<file path="src/rtl/bvm_pkg.sv">
// Shared types, constants and codes for the battery voltage monitor.
`default_nettype none

package bvm_pkg;

   localparam int SAMPLES_DEFAULT = 8;
   localparam int SAMPLE_W        = 12;
   localparam int MV_W            = 16;
   localparam int COUNT_W         = 5;
   localparam int PCT_W           = 8;
   localparam int DIV_W           = 32;
   localparam int QUEUE_DEPTH     = 2;
   localparam int CSR_ADDR_W      = 3;
   localparam int REQ_DATA_W      = 24;
   localparam int RSP_DATA_W      = 32;

   // Fallback conversion raw * 3300 / 4095
   localparam logic [23:0]      FALLBACK_MUL = 24'd3300;
   localparam logic [12:0]      FALLBACK_DIV = 13'd4095;
   localparam logic [PCT_W-1:0] PCT_FULL     = 8'd100;
   localparam logic [PCT_W-1:0] PCT_NONE     = 8'hFF;
   localparam logic [PCT_W-1:0] PCT_EMPTY    = 8'd0;

   typedef enum logic [CSR_ADDR_W-1:0] {
      CSR_ENABLED,
      CSR_SCALE_NUM,
      CSR_SCALE_DEN,
      CSR_MIN_VALID_MV,
      CSR_MAX_VALID_MV,
      CSR_EMPTY_MV,
      CSR_FULL_MV
   } csr_index_type;

   typedef enum logic [1:0] {
      ST_OK,
      ST_DISABLED,
      ST_NO_SAMPLES,
      ST_BAD
   } status_type;

   typedef enum logic [3:0] {
      BK_IDLE,
      BK_CHECK,
      BK_AVG_WAIT,
      BK_SCALE,
      BK_MV_START,
      BK_MV_WAIT,
      BK_WINDOW,
      BK_PCT_START,
      BK_PCT_WAIT,
      BK_EMIT
   } back_state_type;

   typedef struct packed {
      logic            enabled;
      logic [MV_W-1:0] scale_num;
      logic [MV_W-1:0] scale_den;
      logic [MV_W-1:0] min_valid_mv;
      logic [MV_W-1:0] max_valid_mv;
      logic [MV_W-1:0] empty_mv;
      logic [MV_W-1:0] full_mv;
   } cfg_type;

   // One finished burst, handed from front to back
   typedef struct packed {
      logic [MV_W-1:0]    sum;
      logic [COUNT_W-1:0] count;
   } job_type;

   typedef struct packed {
      logic             start;
      logic [DIV_W-1:0] dividend;
      logic [MV_W-1:0]  divisor;
   } div_req_type;

endpackage

`default_nettype wire

</file>
<file path="src/rtl/bvm_front.sv">
// Front end: takes samples, converts fallbacks, accumulates a burst, pushes the total.
`default_nettype none

module bvm_front
   import bvm_pkg::*;
#(
   parameter int SAMPLES_PER_READING = SAMPLES_DEFAULT
) (
   input  wire logic                  clock,
   input  wire logic                  reset,
   input  wire logic                  req_tvalid,
   output logic                       req_tready,
   input  wire logic [REQ_DATA_W-1:0] req_tdata,
   input  wire logic                  req_tuser,
   input  wire logic                  queue_full,
   output logic                       push,
   output job_type                    push_job
);

   localparam int POS_W = (SAMPLES_PER_READING > 1) ? $clog2(SAMPLES_PER_READING) : 1;
   localparam logic [POS_W-1:0] POS_LAST = POS_W'(SAMPLES_PER_READING - 1);

   logic [MV_W-1:0]     sum_ff, sum_in, sum_next;
   logic [COUNT_W-1:0]  count_ff, count_in, count_next;
   logic [POS_W-1:0]    pos_ff, pos_in;
   logic [SAMPLE_W-1:0] sample_mv, raw_code, fb_est, fb_mv, pin;
   logic [23:0]         fb_prod;
   logic [12:0]         fb_rem;
   logic                last, accept, take;

   assign sample_mv = req_tdata[SAMPLE_W-1:0];
   assign raw_code  = req_tdata[2*SAMPLE_W-1:SAMPLE_W];
   assign last      = (pos_ff == POS_LAST);

   // The burst's last sample needs queue room for its total
   assign req_tready = !queue_full || !last;
   assign accept     = req_tvalid && req_tready;

   // Divide by 4095: the estimate p>>12 is low by at most one
   always_comb begin
      fb_prod = {12'd0, raw_code} * FALLBACK_MUL;
      fb_est  = fb_prod[23:12];
      fb_rem  = {1'b0, fb_prod[11:0]} + {1'b0, fb_est};
      fb_mv   = (fb_rem >= FALLBACK_DIV) ? fb_est + 12'd1 : fb_est;
   end

   always_comb begin
      if (sample_mv != '0) begin
         pin = sample_mv;
      end else if (req_tuser) begin
         pin = '0;
      end else begin
         pin = fb_mv;
      end
      take       = (pin != '0);
      sum_next   = sum_ff + MV_W'(pin);
      count_next = count_ff + COUNT_W'(take);
   end

   always_comb begin
      sum_in   = sum_ff;
      count_in = count_ff;
      pos_in   = pos_ff;
      if (accept) begin
         if (last) begin
            sum_in   = '0;
            count_in = '0;
            pos_in   = '0;
         end else begin
            sum_in   = sum_next;
            count_in = count_next;
            pos_in   = pos_ff + POS_W'(1);
         end
      end
   end

   assign push           = accept && last;
   assign push_job.sum   = sum_next;
   assign push_job.count = count_next;

   always_ff @(posedge clock) begin
      if (reset) begin
         sum_ff   <= '0;
         count_ff <= '0;
         pos_ff   <= '0;
      end else begin
         sum_ff   <= sum_in;
         count_ff <= count_in;
         pos_ff   <= pos_in;
      end
   end

endmodule

`default_nettype wire

</file>
<file path="src/rtl/bvm_queue.sv">
// Short queue of burst totals between front and back.
`default_nettype none

module bvm_queue
   import bvm_pkg::*;
(
   input  wire logic    clock,
   input  wire logic    reset,
   input  wire logic    push,
   input  job_type      push_job,
   input  wire logic    pop,
   output job_type      head_job,
   output logic         full,
   output logic         empty
);

   localparam int PTR_W = (QUEUE_DEPTH > 1) ? $clog2(QUEUE_DEPTH) : 1;
   localparam int CNT_W = $clog2(QUEUE_DEPTH + 1);
   localparam logic [PTR_W-1:0] PTR_LAST = PTR_W'(QUEUE_DEPTH - 1);

   job_type           slot_ff [QUEUE_DEPTH];
   logic [PTR_W-1:0]  wr_ptr_ff, wr_ptr_in, rd_ptr_ff, rd_ptr_in;
   logic [CNT_W-1:0]  fill_ff, fill_in;
   logic              do_push, do_pop;

   assign full     = (fill_ff == CNT_W'(QUEUE_DEPTH));
   assign empty    = (fill_ff == '0);
   assign do_push  = push && !full;
   assign do_pop   = pop && !empty;
   assign head_job = slot_ff[rd_ptr_ff];

   always_comb begin
      wr_ptr_in = wr_ptr_ff;
      rd_ptr_in = rd_ptr_ff;
      fill_in   = fill_ff;
      if (do_push) begin
         wr_ptr_in = (wr_ptr_ff == PTR_LAST) ? '0 : wr_ptr_ff + PTR_W'(1);
      end
      if (do_pop) begin
         rd_ptr_in = (rd_ptr_ff == PTR_LAST) ? '0 : rd_ptr_ff + PTR_W'(1);
      end
      if (do_push && !do_pop) begin
         fill_in = fill_ff + CNT_W'(1);
      end else if (do_pop && !do_push) begin
         fill_in = fill_ff - CNT_W'(1);
      end
   end

   always_ff @(posedge clock) begin
      if (do_push) begin
         slot_ff[wr_ptr_ff] <= push_job;
      end
   end

   always_ff @(posedge clock) begin
      if (reset) begin
         wr_ptr_ff <= '0;
         rd_ptr_ff <= '0;
         fill_ff   <= '0;
      end else begin
         wr_ptr_ff <= wr_ptr_in;
         rd_ptr_ff <= rd_ptr_in;
         fill_ff   <= fill_in;
      end
   end

endmodule

`default_nettype wire

</file>
<file path="src/rtl/bvm_div.sv">
// Shared restoring divider, two quotient bits per cycle.
`default_nettype none

module bvm_div
   import bvm_pkg::*;
(
   input  wire logic        clock,
   input  wire logic        reset,
   input  div_req_type      req,
   output logic             done,
   output logic [DIV_W-1:0] quotient
);

   localparam int STEPS  = DIV_W / 2;
   localparam int STEP_W = $clog2(STEPS);
   localparam logic [STEP_W-1:0] STEP_LAST = STEP_W'(STEPS - 1);

   logic [DIV_W-1:0]  quo_ff, quo_in;
   logic [MV_W-1:0]   rem_ff, rem_in, divisor_ff, divisor_in;
   logic [STEP_W-1:0] step_ff, step_in;
   logic              busy_ff, busy_in;
   logic [MV_W:0]     trial_a, trial_b;
   logic [MV_W-1:0]   rem_a;
   logic              bit_a, bit_b;

   // The full quotient shows already in the done cycle and holds until the next start
   assign done     = busy_ff && (step_ff == STEP_LAST);
   assign quotient = quo_in;

   always_comb begin
      trial_a = {rem_ff, quo_ff[DIV_W-1]};
      bit_a   = (trial_a >= {1'b0, divisor_ff});
      rem_a   = bit_a ? MV_W'(trial_a - {1'b0, divisor_ff}) : trial_a[MV_W-1:0];
      trial_b = {rem_a, quo_ff[DIV_W-2]};
      bit_b   = (trial_b >= {1'b0, divisor_ff});
   end

   always_comb begin
      quo_in     = quo_ff;
      rem_in     = rem_ff;
      divisor_in = divisor_ff;
      step_in    = step_ff;
      busy_in    = busy_ff;
      if (req.start) begin
         quo_in     = req.dividend;
         rem_in     = '0;
         divisor_in = req.divisor;
         step_in    = '0;
         busy_in    = 1'b1;
      end else if (busy_ff) begin
         quo_in  = {quo_ff[DIV_W-3:0], bit_a, bit_b};
         rem_in  = bit_b ? MV_W'(trial_b - {1'b0, divisor_ff}) : trial_b[MV_W-1:0];
         step_in = step_ff + STEP_W'(1);
         busy_in = !done;
      end
   end

   always_ff @(posedge clock) begin
      quo_ff     <= quo_in;
      rem_ff     <= rem_in;
      divisor_ff <= divisor_in;
   end

   always_ff @(posedge clock) begin
      if (reset) begin
         busy_ff <= 1'b0;
         step_ff <= '0;
      end else begin
         busy_ff <= busy_in;
         step_ff <= step_in;
      end
   end

endmodule

`default_nettype wire

</file>
<file path="src/rtl/bvm_back.sv">
// Back end: average, scale, window check and percent per burst, with the result register.
`default_nettype none

module bvm_back
   import bvm_pkg::*;
(
   input  wire logic       clock,
   input  wire logic       reset,
   input  cfg_type         cfg,
   input  job_type         head_job,
   input  wire logic       queue_empty,
   output logic            pop,
   output logic            rsp_tvalid,
   input  wire logic       rsp_tready,
   output status_type      rsp_status,
   output logic [MV_W-1:0] rsp_battery_mv,
   output logic [PCT_W-1:0] rsp_percent
);

   back_state_type   state_ff, state_in;
   job_type          job_ff, job_in;
   status_type       status_ff, status_in;
   logic [MV_W-1:0]  batt_ff, batt_in;
   logic [PCT_W-1:0] pct_ff, pct_in;
   logic [DIV_W-1:0] prod_ff, prod_in;

   logic             out_valid_ff, out_valid_in;
   status_type       out_status_ff, out_status_in;
   logic [MV_W-1:0]  out_batt_ff, out_batt_in;
   logic [PCT_W-1:0] out_pct_ff, out_pct_in;

   div_req_type      div_req;
   logic             div_done;
   logic [DIV_W-1:0] div_quo;

   logic             check_go, win_bad, pct_none, pct_zero, pct_top, pct_direct, out_free;
   status_type       check_status;
   logic [MV_W-1:0]  mv16, span;
   logic [PCT_W-1:0] pct_direct_val;

   bvm_div u_div (
      .clock    (clock),
      .reset    (reset),
      .req      (div_req),
      .done     (div_done),
      .quotient (div_quo)
   );

   // Decisions
   always_comb begin
      if (!cfg.enabled) begin
         check_status = ST_DISABLED;
      end else if (job_ff.count == '0) begin
         check_status = ST_NO_SAMPLES;
      end else if (cfg.scale_den == '0) begin
         check_status = ST_BAD;
      end else begin
         check_status = ST_OK;
      end
      check_go = (check_status == ST_OK);

      mv16     = div_quo[MV_W-1:0];
      span     = cfg.full_mv - cfg.empty_mv;
      win_bad  = (div_quo < DIV_W'(cfg.min_valid_mv)) || (div_quo > DIV_W'(cfg.max_valid_mv));
      pct_none = (cfg.full_mv <= cfg.empty_mv);
      pct_zero = (mv16 <= cfg.empty_mv);
      pct_top  = (mv16 >= cfg.full_mv);
      pct_direct = pct_none || pct_zero || pct_top;
      if (pct_none) begin
         pct_direct_val = PCT_NONE;
      end else if (pct_zero) begin
         pct_direct_val = PCT_EMPTY;
      end else begin
         pct_direct_val = PCT_FULL;
      end

      out_free = !out_valid_ff || rsp_tready;
   end

   // Next state
   always_comb begin
      state_in = state_ff;
      case (state_ff)
         BK_IDLE:      if (!queue_empty) state_in = BK_CHECK;
         BK_CHECK:     state_in = check_go ? BK_AVG_WAIT : BK_EMIT;
         BK_AVG_WAIT:  if (div_done) state_in = BK_SCALE;
         BK_SCALE:     state_in = BK_MV_START;
         BK_MV_START:  state_in = BK_MV_WAIT;
         BK_MV_WAIT:   if (div_done) state_in = BK_WINDOW;
         BK_WINDOW:    state_in = (win_bad || pct_direct) ? BK_EMIT : BK_PCT_START;
         BK_PCT_START: state_in = BK_PCT_WAIT;
         BK_PCT_WAIT:  if (div_done) state_in = BK_EMIT;
         BK_EMIT:      if (out_free) state_in = BK_IDLE;
         default:      state_in = BK_IDLE;
      endcase
   end

   // Control outputs
   always_comb begin
      pop              = 1'b0;
      div_req.start    = 1'b0;
      div_req.dividend = prod_ff;
      div_req.divisor  = cfg.scale_den;
      case (state_ff)
         BK_IDLE: begin
            pop = !queue_empty;
         end
         BK_CHECK: begin
            div_req.start    = check_go;
            div_req.dividend = DIV_W'(job_ff.sum);
            div_req.divisor  = MV_W'(job_ff.count);
         end
         BK_MV_START: begin
            div_req.start = 1'b1;
         end
         BK_PCT_START: begin
            div_req.start   = 1'b1;
            div_req.divisor = span;
         end
         default: begin
            pop = 1'b0;
         end
      endcase
   end

   // Datapath
   always_comb begin
      job_in        = job_ff;
      status_in     = status_ff;
      batt_in       = batt_ff;
      pct_in        = pct_ff;
      prod_in       = prod_ff;
      out_valid_in  = out_valid_ff && !rsp_tready;
      out_status_in = out_status_ff;
      out_batt_in   = out_batt_ff;
      out_pct_in    = out_pct_ff;
      case (state_ff)
         BK_IDLE: begin
            job_in = head_job;
         end
         BK_CHECK: begin
            status_in = check_status;
            batt_in   = '0;
            pct_in    = PCT_NONE;
         end
         BK_SCALE: begin
            prod_in = {16'd0, mv16} * {16'd0, cfg.scale_num};
         end
         BK_WINDOW: begin
            if (win_bad) begin
               status_in = ST_BAD;
            end else begin
               status_in = ST_OK;
               batt_in   = mv16;
               pct_in    = pct_direct_val;
               prod_in   = {16'd0, mv16 - cfg.empty_mv} * DIV_W'(PCT_FULL);
            end
         end
         BK_PCT_WAIT: begin
            if (div_done) pct_in = div_quo[PCT_W-1:0];
         end
         BK_EMIT: begin
            if (out_free) begin
               out_valid_in  = 1'b1;
               out_status_in = status_ff;
               out_batt_in   = batt_ff;
               out_pct_in    = pct_ff;
            end
         end
         default: begin
            job_in = job_ff;
         end
      endcase
   end

   always_ff @(posedge clock) begin
      job_ff        <= job_in;
      status_ff     <= status_in;
      batt_ff       <= batt_in;
      pct_ff        <= pct_in;
      prod_ff       <= prod_in;
      out_status_ff <= out_status_in;
      out_batt_ff   <= out_batt_in;
      out_pct_ff    <= out_pct_in;
   end

   always_ff @(posedge clock) begin
      if (reset) begin
         state_ff     <= BK_IDLE;
         out_valid_ff <= 1'b0;
      end else begin
         state_ff     <= state_in;
         out_valid_ff <= out_valid_in;
      end
   end

   assign rsp_tvalid     = out_valid_ff;
   assign rsp_status     = out_status_ff;
   assign rsp_battery_mv = out_batt_ff;
   assign rsp_percent    = out_pct_ff;

endmodule

`default_nettype wire

</file>
<file path="src/rtl/battery_voltage_monitor_core.sv">
// Top level of the battery voltage monitor: registers, front, queue and back.
//
// Usage: converter samples enter on the req_ stream, one per transfer. Every
// SAMPLES_PER_READING samples form a burst; the front end sums the positive
// samples (falling back to raw_code*3300/4095 when sample_mv is zero, skipping
// the sample when the raw read also failed) and counts them. At the last sample
// of a burst it pushes the total into a two-entry queue. The back end averages,
// scales by scale_num/scale_den, checks the validity window and maps a percent,
// then places one reading on the rsp_ stream. Other samples produce no transfer.
// Throughput: one sample per cycle while the queue has room. The back end runs
// its three 32-bit divisions (average, scale, percent) one after another on the
// shared divider at two quotient bits per cycle; it skips the percent division
// when the percent needs no division or the reading leaves the window, and runs
// none for a disabled, empty or zero-divisor reading; it then emits the reading.
// Reset clears the burst, the queue, the back-end sequencer and the result
// valid flag, and loads the register defaults. While the receiver stalls, the
// result holds in its register, the back end waits with the next reading, and
// the front keeps taking samples until the queue is full at a burst end.
// The user must write registers through csr_ only while the block is idle; not enforced.
`default_nettype none

module battery_voltage_monitor_core
   import bvm_pkg::*;
#(
   parameter int SAMPLES_PER_READING = SAMPLES_DEFAULT
) (
   input  wire logic                  clock,
   input  wire logic                  reset,
   // sample stream
   input  wire logic                  req_tvalid,
   output logic                       req_tready,
   input  wire logic [REQ_DATA_W-1:0] req_tdata,   // sample_mv[11:0], raw_code[23:12]
   input  wire logic                  req_tuser,   // raw_failed
   // reading stream
   output logic                       rsp_tvalid,
   input  wire logic                  rsp_tready,
   output logic [RSP_DATA_W-1:0]      rsp_tdata,   // status[1:0], battery_mv[17:2],
                                                   // percent[25:18], zero fill
   // register writes
   input  wire logic                  csr_we,
   input  wire logic [CSR_ADDR_W-1:0] csr_addr,
   input  wire logic [MV_W-1:0]       csr_wdata
);

   cfg_type          cfg_ff, cfg_in;
   job_type          push_job, head_job;
   logic             push, pop, queue_full, queue_empty;
   status_type       rsp_status;
   logic [MV_W-1:0]  rsp_battery_mv;
   logic [PCT_W-1:0] rsp_percent;

   // Register file; writes to unused indexes drop
   always_comb begin
      cfg_in = cfg_ff;
      if (csr_we) begin
         case (csr_index_type'(csr_addr))
            CSR_ENABLED:      cfg_in.enabled      = csr_wdata[0];
            CSR_SCALE_NUM:    cfg_in.scale_num    = csr_wdata;
            CSR_SCALE_DEN:    cfg_in.scale_den    = csr_wdata;
            CSR_MIN_VALID_MV: cfg_in.min_valid_mv = csr_wdata;
            CSR_MAX_VALID_MV: cfg_in.max_valid_mv = csr_wdata;
            CSR_EMPTY_MV:     cfg_in.empty_mv     = csr_wdata;
            CSR_FULL_MV:      cfg_in.full_mv      = csr_wdata;
            default:          cfg_in = cfg_ff;
         endcase
      end
   end

   always_ff @(posedge clock) begin
      if (reset) begin
         cfg_ff.enabled      <= 1'b0;
         cfg_ff.scale_num    <= 16'd1;
         cfg_ff.scale_den    <= 16'd1;
         cfg_ff.min_valid_mv <= 16'd0;
         cfg_ff.max_valid_mv <= 16'd65535;
         cfg_ff.empty_mv     <= 16'd3300;
         cfg_ff.full_mv      <= 16'd4200;
      end else begin
         cfg_ff <= cfg_in;
      end
   end

   // Accept samples and build burst totals
   bvm_front #(
      .SAMPLES_PER_READING (SAMPLES_PER_READING)
   ) u_front (
      .clock      (clock),
      .reset      (reset),
      .req_tvalid (req_tvalid),
      .req_tready (req_tready),
      .req_tdata  (req_tdata),
      .req_tuser  (req_tuser),
      .queue_full (queue_full),
      .push       (push),
      .push_job   (push_job)
   );

   // Decouple front and back
   bvm_queue u_queue (
      .clock    (clock),
      .reset    (reset),
      .push     (push),
      .push_job (push_job),
      .pop      (pop),
      .head_job (head_job),
      .full     (queue_full),
      .empty    (queue_empty)
   );

   // Compute one reading per burst total
   bvm_back u_back (
      .clock          (clock),
      .reset          (reset),
      .cfg            (cfg_ff),
      .head_job       (head_job),
      .queue_empty    (queue_empty),
      .pop            (pop),
      .rsp_tvalid     (rsp_tvalid),
      .rsp_tready     (rsp_tready),
      .rsp_status     (rsp_status),
      .rsp_battery_mv (rsp_battery_mv),
      .rsp_percent    (rsp_percent)
   );

   assign rsp_tdata = {6'd0, rsp_percent, rsp_battery_mv, rsp_status};

endmodule

`default_nettype wire

</file>
<file path="config.mk">
export PLATFORM = sky130hd
export DESIGN_NAME = battery_voltage_monitor_core
export DESIGN_NICKNAME = d
export VERILOG_FILES = /design/src/rtl/bvm_pkg.sv /design/src/rtl/bvm_front.sv /design/src/rtl/bvm_queue.sv /design/src/rtl/bvm_div.sv /design/src/rtl/bvm_back.sv /design/src/rtl/battery_voltage_monitor_core.sv
export SDC_FILE = /design/constraint.sdc
export NUM_CORES = 2
export LEC_CHECK = 0
export BUFFER_PORTS_ARGS = -buffer_cell sky130_fd_sc_hd__buf_2
export CAP_MARGIN = 30
export CORE_ASPECT_RATIO = 0.8
export CORE_MARGIN = 5
export CORE_UTILIZATION = 54
export DETAILED_ROUTE_END_ITERATION = 8
export HOLD_SLACK_MARGIN = 0.08
export PLACE_DENSITY = 0.81
export SYNTH_ARGS = -nofsm -noshare
export SYNTH_HDL_FRONTEND = slang
export SYNTH_HIERARCHICAL = 1
export SYNTH_SLANG_ARGS = --single-unit
</file>
<file path="constraint.sdc">
create_clock -name clock -period 21 [get_ports clock]
set_input_delay 3.15 -clock clock [delete_from_list [all_inputs] [get_ports clock]]
set_output_delay 3.15 -clock clock [all_outputs]
set_load 0.01 [all_outputs]
</file>
== Word level (Yosys, flattened, before mapping) ==
Memories as Yosys holds them, arrays and structs flattened. A register that Yosys moved wholly into a read port is not among the register bits.
Index checks and enable logic that the tools add are counted.

* Bits in registers: 283
* Bits in latches: 0
* Bits in writable memories: 42
* Bits in read-only memories: 0
* Bits of input ports: 49
* Output and inout bits: 34
* Word-level logic and storage cells: 171
* Memories: 1

* Add/subtract/negate cells: 14
* Multipliers: 3
* Div/mod/pow operators: 0
* $lt $le $gt $ge: 8
* Eq/ne operators: 24
* Shift operators: 0
* Muxes and demuxes: 46
* Bitwise logic cells: 0
* Reduce and logical (&&, ||, !) cells: 48

{| class="wikitable"
|+ Memory list
! memory !! words !! bits a word !! read ports !! clocked after memory_dff !! wr ports !! line !! RTL
|-
| u_queue.slot_ff || 2 || 21 || 1 || 1 || 1 || bvm_queue.sv:21 || <nowiki>job_type slot_ff [QUEUE_DEPTH];</nowiki>
|}

{| class="wikitable"
|+ Operators by type and width
! operator !! number
|-
| $mux 32 || 4
|-
| $mux 16 || 4
|-
| $pmux 16 s2 || 2
|-
| $pmux 32 s2 || 1
|-
| $sub 16x16->16 || 4
|-
| $pmux 4 s10 || 1
|-
| $mux 12 || 3
|-
| $ge 17x16->1 || 2
|-
| $gt 32x16->1 || 1
|-
| $le 16x16->1 || 2
|-
| $lt 32x16->1 || 1
|-
| $mul 16x16->32 || 1
|-
| $mux 4 || 7
|-
| $mux 8 || 3
|-
| $pmux 8 s3 || 1
|-
| $reduce_bool 12->1 || 2
|-
| $mul 12x10->22 const B || 1
|-
| $mul 16x5->21 const B || 1
|-
| $reduce_and 2->1 || 10
|-
| $add 16x12->16 || 1
|-
| $eq 4x3->1 const B || 4
|-
| $ge 16x16->1 || 1
|-
| $logic_not 16->1 || 1
|-
| $add 12x12->13 || 1
|-
| 36 further kinds || 84
|}

== Depth between registers and ports, before layout ==
* Word-level depth: 13
* Gate-level depth with buffers: 47
* Gate-level depth less buffers: 43

== Cells and area by module ==
Netlist, hierarchy kept.

{| class="wikitable"
|+ By module, submodules not included
! module !! times used !! cells an instance !! area each (um2) !! sequential area each (um2)
|-
| bvm_back || 1 || 1924 || 17382.9 || 3253.1
|-
| bvm_front || 1 || 555 || 4768.3 || 480.5
|-
| bvm_div || 1 || 521 || 4504.3 || 1541.5
|-
| battery_voltage_monitor_core || 1 || 363 || 3927.5 || 1941.9
|-
| bvm_queue || 1 || 90 || 1725.4 || 1361.3
|}

== Worst setup path after synthesis ==
Ideal clock, no wire load.

* Path type: input to register
* Start point: in req_tdata[17]
* End point: reg u_front.sum_ff[12]
* Library setup time: 128 ps
* Arrival time: 11166 ps
* Data required time: 20872 ps
* Slack: 9707 ps
* Stages on the path: 37
* Buffers on the path: 1
* Cell sequence: ha_1 inv_1 fa_1 fa_1 fa_1 inv_1 fa_1 ha_1 or2_2 clkbuf_1 nor2_1 nand3_1 a2111o_1 o311ai_1 ha_1 xnor2_1 nor3_2 o311ai_1 a2111oi_2 nand4_1 o221ai_4 xor2_1 nand2_1 nand2b_1 ha_1 fa_1 a21o_1 a21oi_1 o21bai_1 a21oi_1 nor2b_1 o2111ai_1 nand2_1 o21ai_0 mux2_2 a22oi_1 nor2_1

* Longest elaborated chain between the ends: 8
* Elaborated cells between the ends (all ways): 9
* Those cells by class: add/sub (3); mul (1); order compare (1); mux (4)

{| class="wikitable"
|+ Ends and longest elaborated chain
! item !! line !! RTL
|-
| from (decl) || battery_voltage_monitor_core.sv:32 || <nowiki>input wire logic [REQ_DATA_W-1:0] req_tdata,</nowiki>
|-
| $mul 12x10->22 (*) || bvm_front.sv:41 || <nowiki>fb_prod = {12'd0, raw_code} * FALLBACK_MUL;</nowiki>
|-
| $add 12x12->13 || bvm_front.sv:43 || <nowiki>fb_rem = {1'b0, fb_prod[11:0]} + {1'b0, fb_est};</nowiki>
|-
| $ge 13x12->1 || bvm_front.sv:44 || <nowiki>fb_mv = (fb_rem >= FALLBACK_DIV) ? fb_est + 12'd1 : fb_est;</nowiki>
|-
| $mux 12 (*) || bvm_front.sv:44 ||
|-
| $mux 12 (*) || bvm_front.sv:50 || <nowiki>end else if (req_tuser) begin</nowiki>
|-
| $mux 12 (*) || bvm_front.sv:48 || <nowiki>if (sample_mv != '0) begin</nowiki>
|-
| $add 16x12->16 (*) || bvm_front.sv:56 || <nowiki>sum_next = sum_ff + MV_W'(pin);</nowiki>
|-
| $mux 16 (*) || bvm_front.sv:65 || <nowiki>if (last) begin</nowiki>
|-
| to (signal assigned) || bvm_front.sv:87 || <nowiki>sum_ff <= sum_in;</nowiki>
|-
| to (decl) || bvm_front.sv:23 || <nowiki>logic [MV_W-1:0] sum_ff, sum_in, sum_next;</nowiki>
|}

Every way passes the cells marked *; elsewhere a longest branch is shown, timed or not.
A chain may end at the register's enable or synchronous reset.

== Worst setup path in the final report ==
* Start point: in req_tdata[14]
* End point: reg u_front.sum_ff[12]

The elaborated chain is that of the path after synthesis.

==> run_results.csv <==
group,metric,value,unit
logic_synthesis,synth-seq-cells,347,
drt,drt-total-wl,79580,um
sta,fin_crit_sh,0.5580,
logic_synthesis,async_flop_share,0,
logic_synthesis,yosys_warnings,6,
layout,final_common_cell,"inv_1",
clock_network,root_buffer,"clkbuf_16",
logic_synthesis,synthFlopType,"dfxtp_1",
drt,wire_per_inst,18.55,um
sta,fin_crit,11.72,ns
setup_path,path_common_cell,"ha_1",
floorplanning,core_area,59460,um2
clock_network,cts_tree,"built",
layout,nets,4139,
global_routing,antenna_found_initial,1,
floorplanning,fp.dieH,228.8,um
clock_network,clock_latency,0.58,ns
sta,rsz0062_at_grt,"false",
setup_path,crit_path_top_delay_cell,"fa_1",
setup_path,cp.required,21.41,ns
placed_design,gp_congestion,0.9425,
floorplanning,die_area,64850,um2
floorplanning,die_w,283.5,um
pwr,cellPowerDensity,147.4,nW/um2
status,status,"complete, no violations",
clock_network,postCtsSetupBuffers,0,
drt,ant_nets,0,
drt,dr.pass1.iters,6,
setup_path,start_kind,"input pin",
layout,layout-drive-gt1-share,0.07861,
global_routing,gr-total-overflow,0,
sta,fin_worst_skew,0.04563,ns
clock_network,clockBufferDepth,3,
setup_path,crit_fanout,10,
setup_path,slowest_delay,0.50,ns
logic_synthesis,synthCells,3453,
global_routing,grt_pass1_wl,128900,um
sta,setup_viol,0,
logic_synthesis,ys_types,107,
clock_network,cts_buffers,37,
pwr,worst_ir_drop_vdd,0.0001601,V
clock_network,postCtsHoldBufs,0,
pwr,total_leakage_power,0.01614,uW
sta,drv_slew,0,
logic_synthesis,synth.avg_cell_area,9.357,um2
layout,area_growth,7.192,%
sta,tightest_slew,1.035,ns
min_path,hp-class,"flip-flop to flip-flop",
setup_path,crit_type,"input pin to flip-flop",
sta,final_hold_viol_count,0,
placed_design,dp_hpwl,58750,um
clock_network,clk_pin_slew_worst_paths,0.06,ns
pwr,power,5106,uW
sta,timing.setup.tns,0,ns
clock_network,h-tree-depth,2,
placed_design,port_buffers,76,
setup_path,end_kind,"flip-flop",
layout,final_cell_mix,"inv_1, ha_1, nand2_1, fa_1, dfxtp_1",
layout,n_antenna_cell,0,
floorplanning,row_count,80,
floorplanning,initial_core_util,0.5434,
global_routing,grt_usage,0.2416,
sta,slew_headroom,0.3097,
clock_network,cts.sinks,347,
drt,vias_per_cell,5.788,
logic_synthesis,syn-cell-area,32310,um2
setup_path,arrival,12.13,ns
run,cap_violations,0,
clock_network,ctsResizeCount,0,
sta,max_freq,0.08534,GHz
global_routing,grt_max_degree,96,
drt,num_vias,24830,
logic_synthesis,synth_edf_count,163,
global_routing,grt_pass1_vias,24280,
drt,drc,0,
logic_synthesis,seq_area_frac_synth,0.2655,
floorplanning,io_pins,83,
drt,dr.first_iter.drc_count,1918,
-- worst max-delay path: cells and delay by family --
family | cells | cell delay, ns
adder cells (fa/ha/maj) | 9 | 3.47
multiplexers | 1 | 0.38
buffers and inverters | 3 | 0.25
XOR/XNOR | 4 | 0.75
AND/OR/NAND/NOR | 7 | 0.76
AO/OA/AOI/OAI | 16 | 3.36
-- per-layer routing --
| metal | part of all wire | GRT usage |
|---|---|---|
| met5 | 0.00016 | 0 |
| met4 | 0.028 | 0.06653 |
| met3 | 0.090 | 0.05374 |
| met2 | 0.43 | 0.3742 |
| met1 | 0.45 | 0.3441 |
-- cell type report --
type | instances | area (um2)
Clock inverter | 16 | 171.4
Multi-Input combinational cell | 2534 | 21440
Inverter | 448 | 1682
Sequential cell | 347 | 8579
Fill cell | 4994 | 24830
Tap cell | 779 | 974.7
Timing Repair Buffer | 114 | 728.2
Clock buffer | 52 | 1055
-- sequential cells by signal (all words and copies together) (netlist names), 3 cells and up, named ones only --
| name | count |
|---|---|
| cfg_ff | 97 |
| u_back/batt_ff | 16 |
| u_back/job_ff | 21 |
| u_back/pct_ff | 8 |
| u_back/prod_ff | 32 |
| u_back/rsp_battery_mv | 16 |
| u_back/rsp_percent | 8 |
| u_back/state_ff | 4 |
| u_back/u_div/divisor_ff | 16 |
| u_back/u_div/quo_ff | 32 |
| u_back/u_div/rem_ff | 16 |
| u_back/u_div/step_ff | 4 |
| u_front/count_ff | 5 |
| u_front/pos_ff | 3 |
| u_front/sum_ff | 16 |
| u_queue/slot_ff | 42 |
-- worst paths after layout --
kind                                start                  endpoint  slack, ns  cells after the start
hold / removal          u_back/batt_ff[6]  u_back/rsp_battery_mv[6]       0.42                      0
setup reg to reg  u_back/u_div/quo_ff[31]        u_back/prod_ff[28]       9.63                     39
setup / recovery            req_tdata[14]        u_front/sum_ff[12]       9.28                     40
hold reg to reg         u_back/batt_ff[6]  u_back/rsp_battery_mv[6]       0.42                      0
-- cells in the mapped netlist (28+ instances only) --
cell,number,share of area
xor2_1,56,0.015
a21oi_1,140,0.022
nand3_1,51,0.0079
dfxtp_1,184,0.11
nand2b_1,105,0.020
edfxtp_1,163,0.15
a21o_1,66,0.015
ha_1,368,0.14
and2_1,161,0.031
o21ai_0,106,0.016
nor2_1,175,0.020
mux2i_1,137,0.042
nand4_1,34,0.0066
nand2_1,360,0.042
o21a_1,28,0.0065
inv_1,447,0.052
nor3_1,53,0.0082
xnor2_1,77,0.021
fa_1,240,0.15
clkbuf_1,87,0.010
-- through the flow --
step           cells  hold slack (ns)  utilization  cell area [um2]  worst slack, ns
4_1_cts         4288           0.4194       0.5815            34580            9.332
5_1_grt         4290           0.4254       0.5825            34630            8.692
3_3_place_gp    4219           0.4017       0.5605            33320            8.929
2_1_floorplan   3458           0.4003            -            32330            9.707
3_5_place_dp    4220           0.4045       0.5609            33350            8.762
6_report        4290           0.4177       0.5825            34630            9.282
-- cell families after synthesis --
group / Yosys count / synth area share
AO/OA/AOI/OAI: 548 / 0.1140
XOR/XNOR: 133 / 0.03605
adder cells (fa/ha/maj): 608 / 0.2912
buffers and inverters: 577 / 0.07463
flip-flops: 347 / 0.2655
multiplexers: 161 / 0.05081
other: 1 / 0.0001161
AND/OR/NAND/NOR: 1078 / 0.1677
-- report_power, final --
part	switching (uW)	total (uW)	internal, uW
combinational	2160	3630	1460
clock	281	662	381
sequential	46.2	817	770
(Power assumes the default switching activity.)
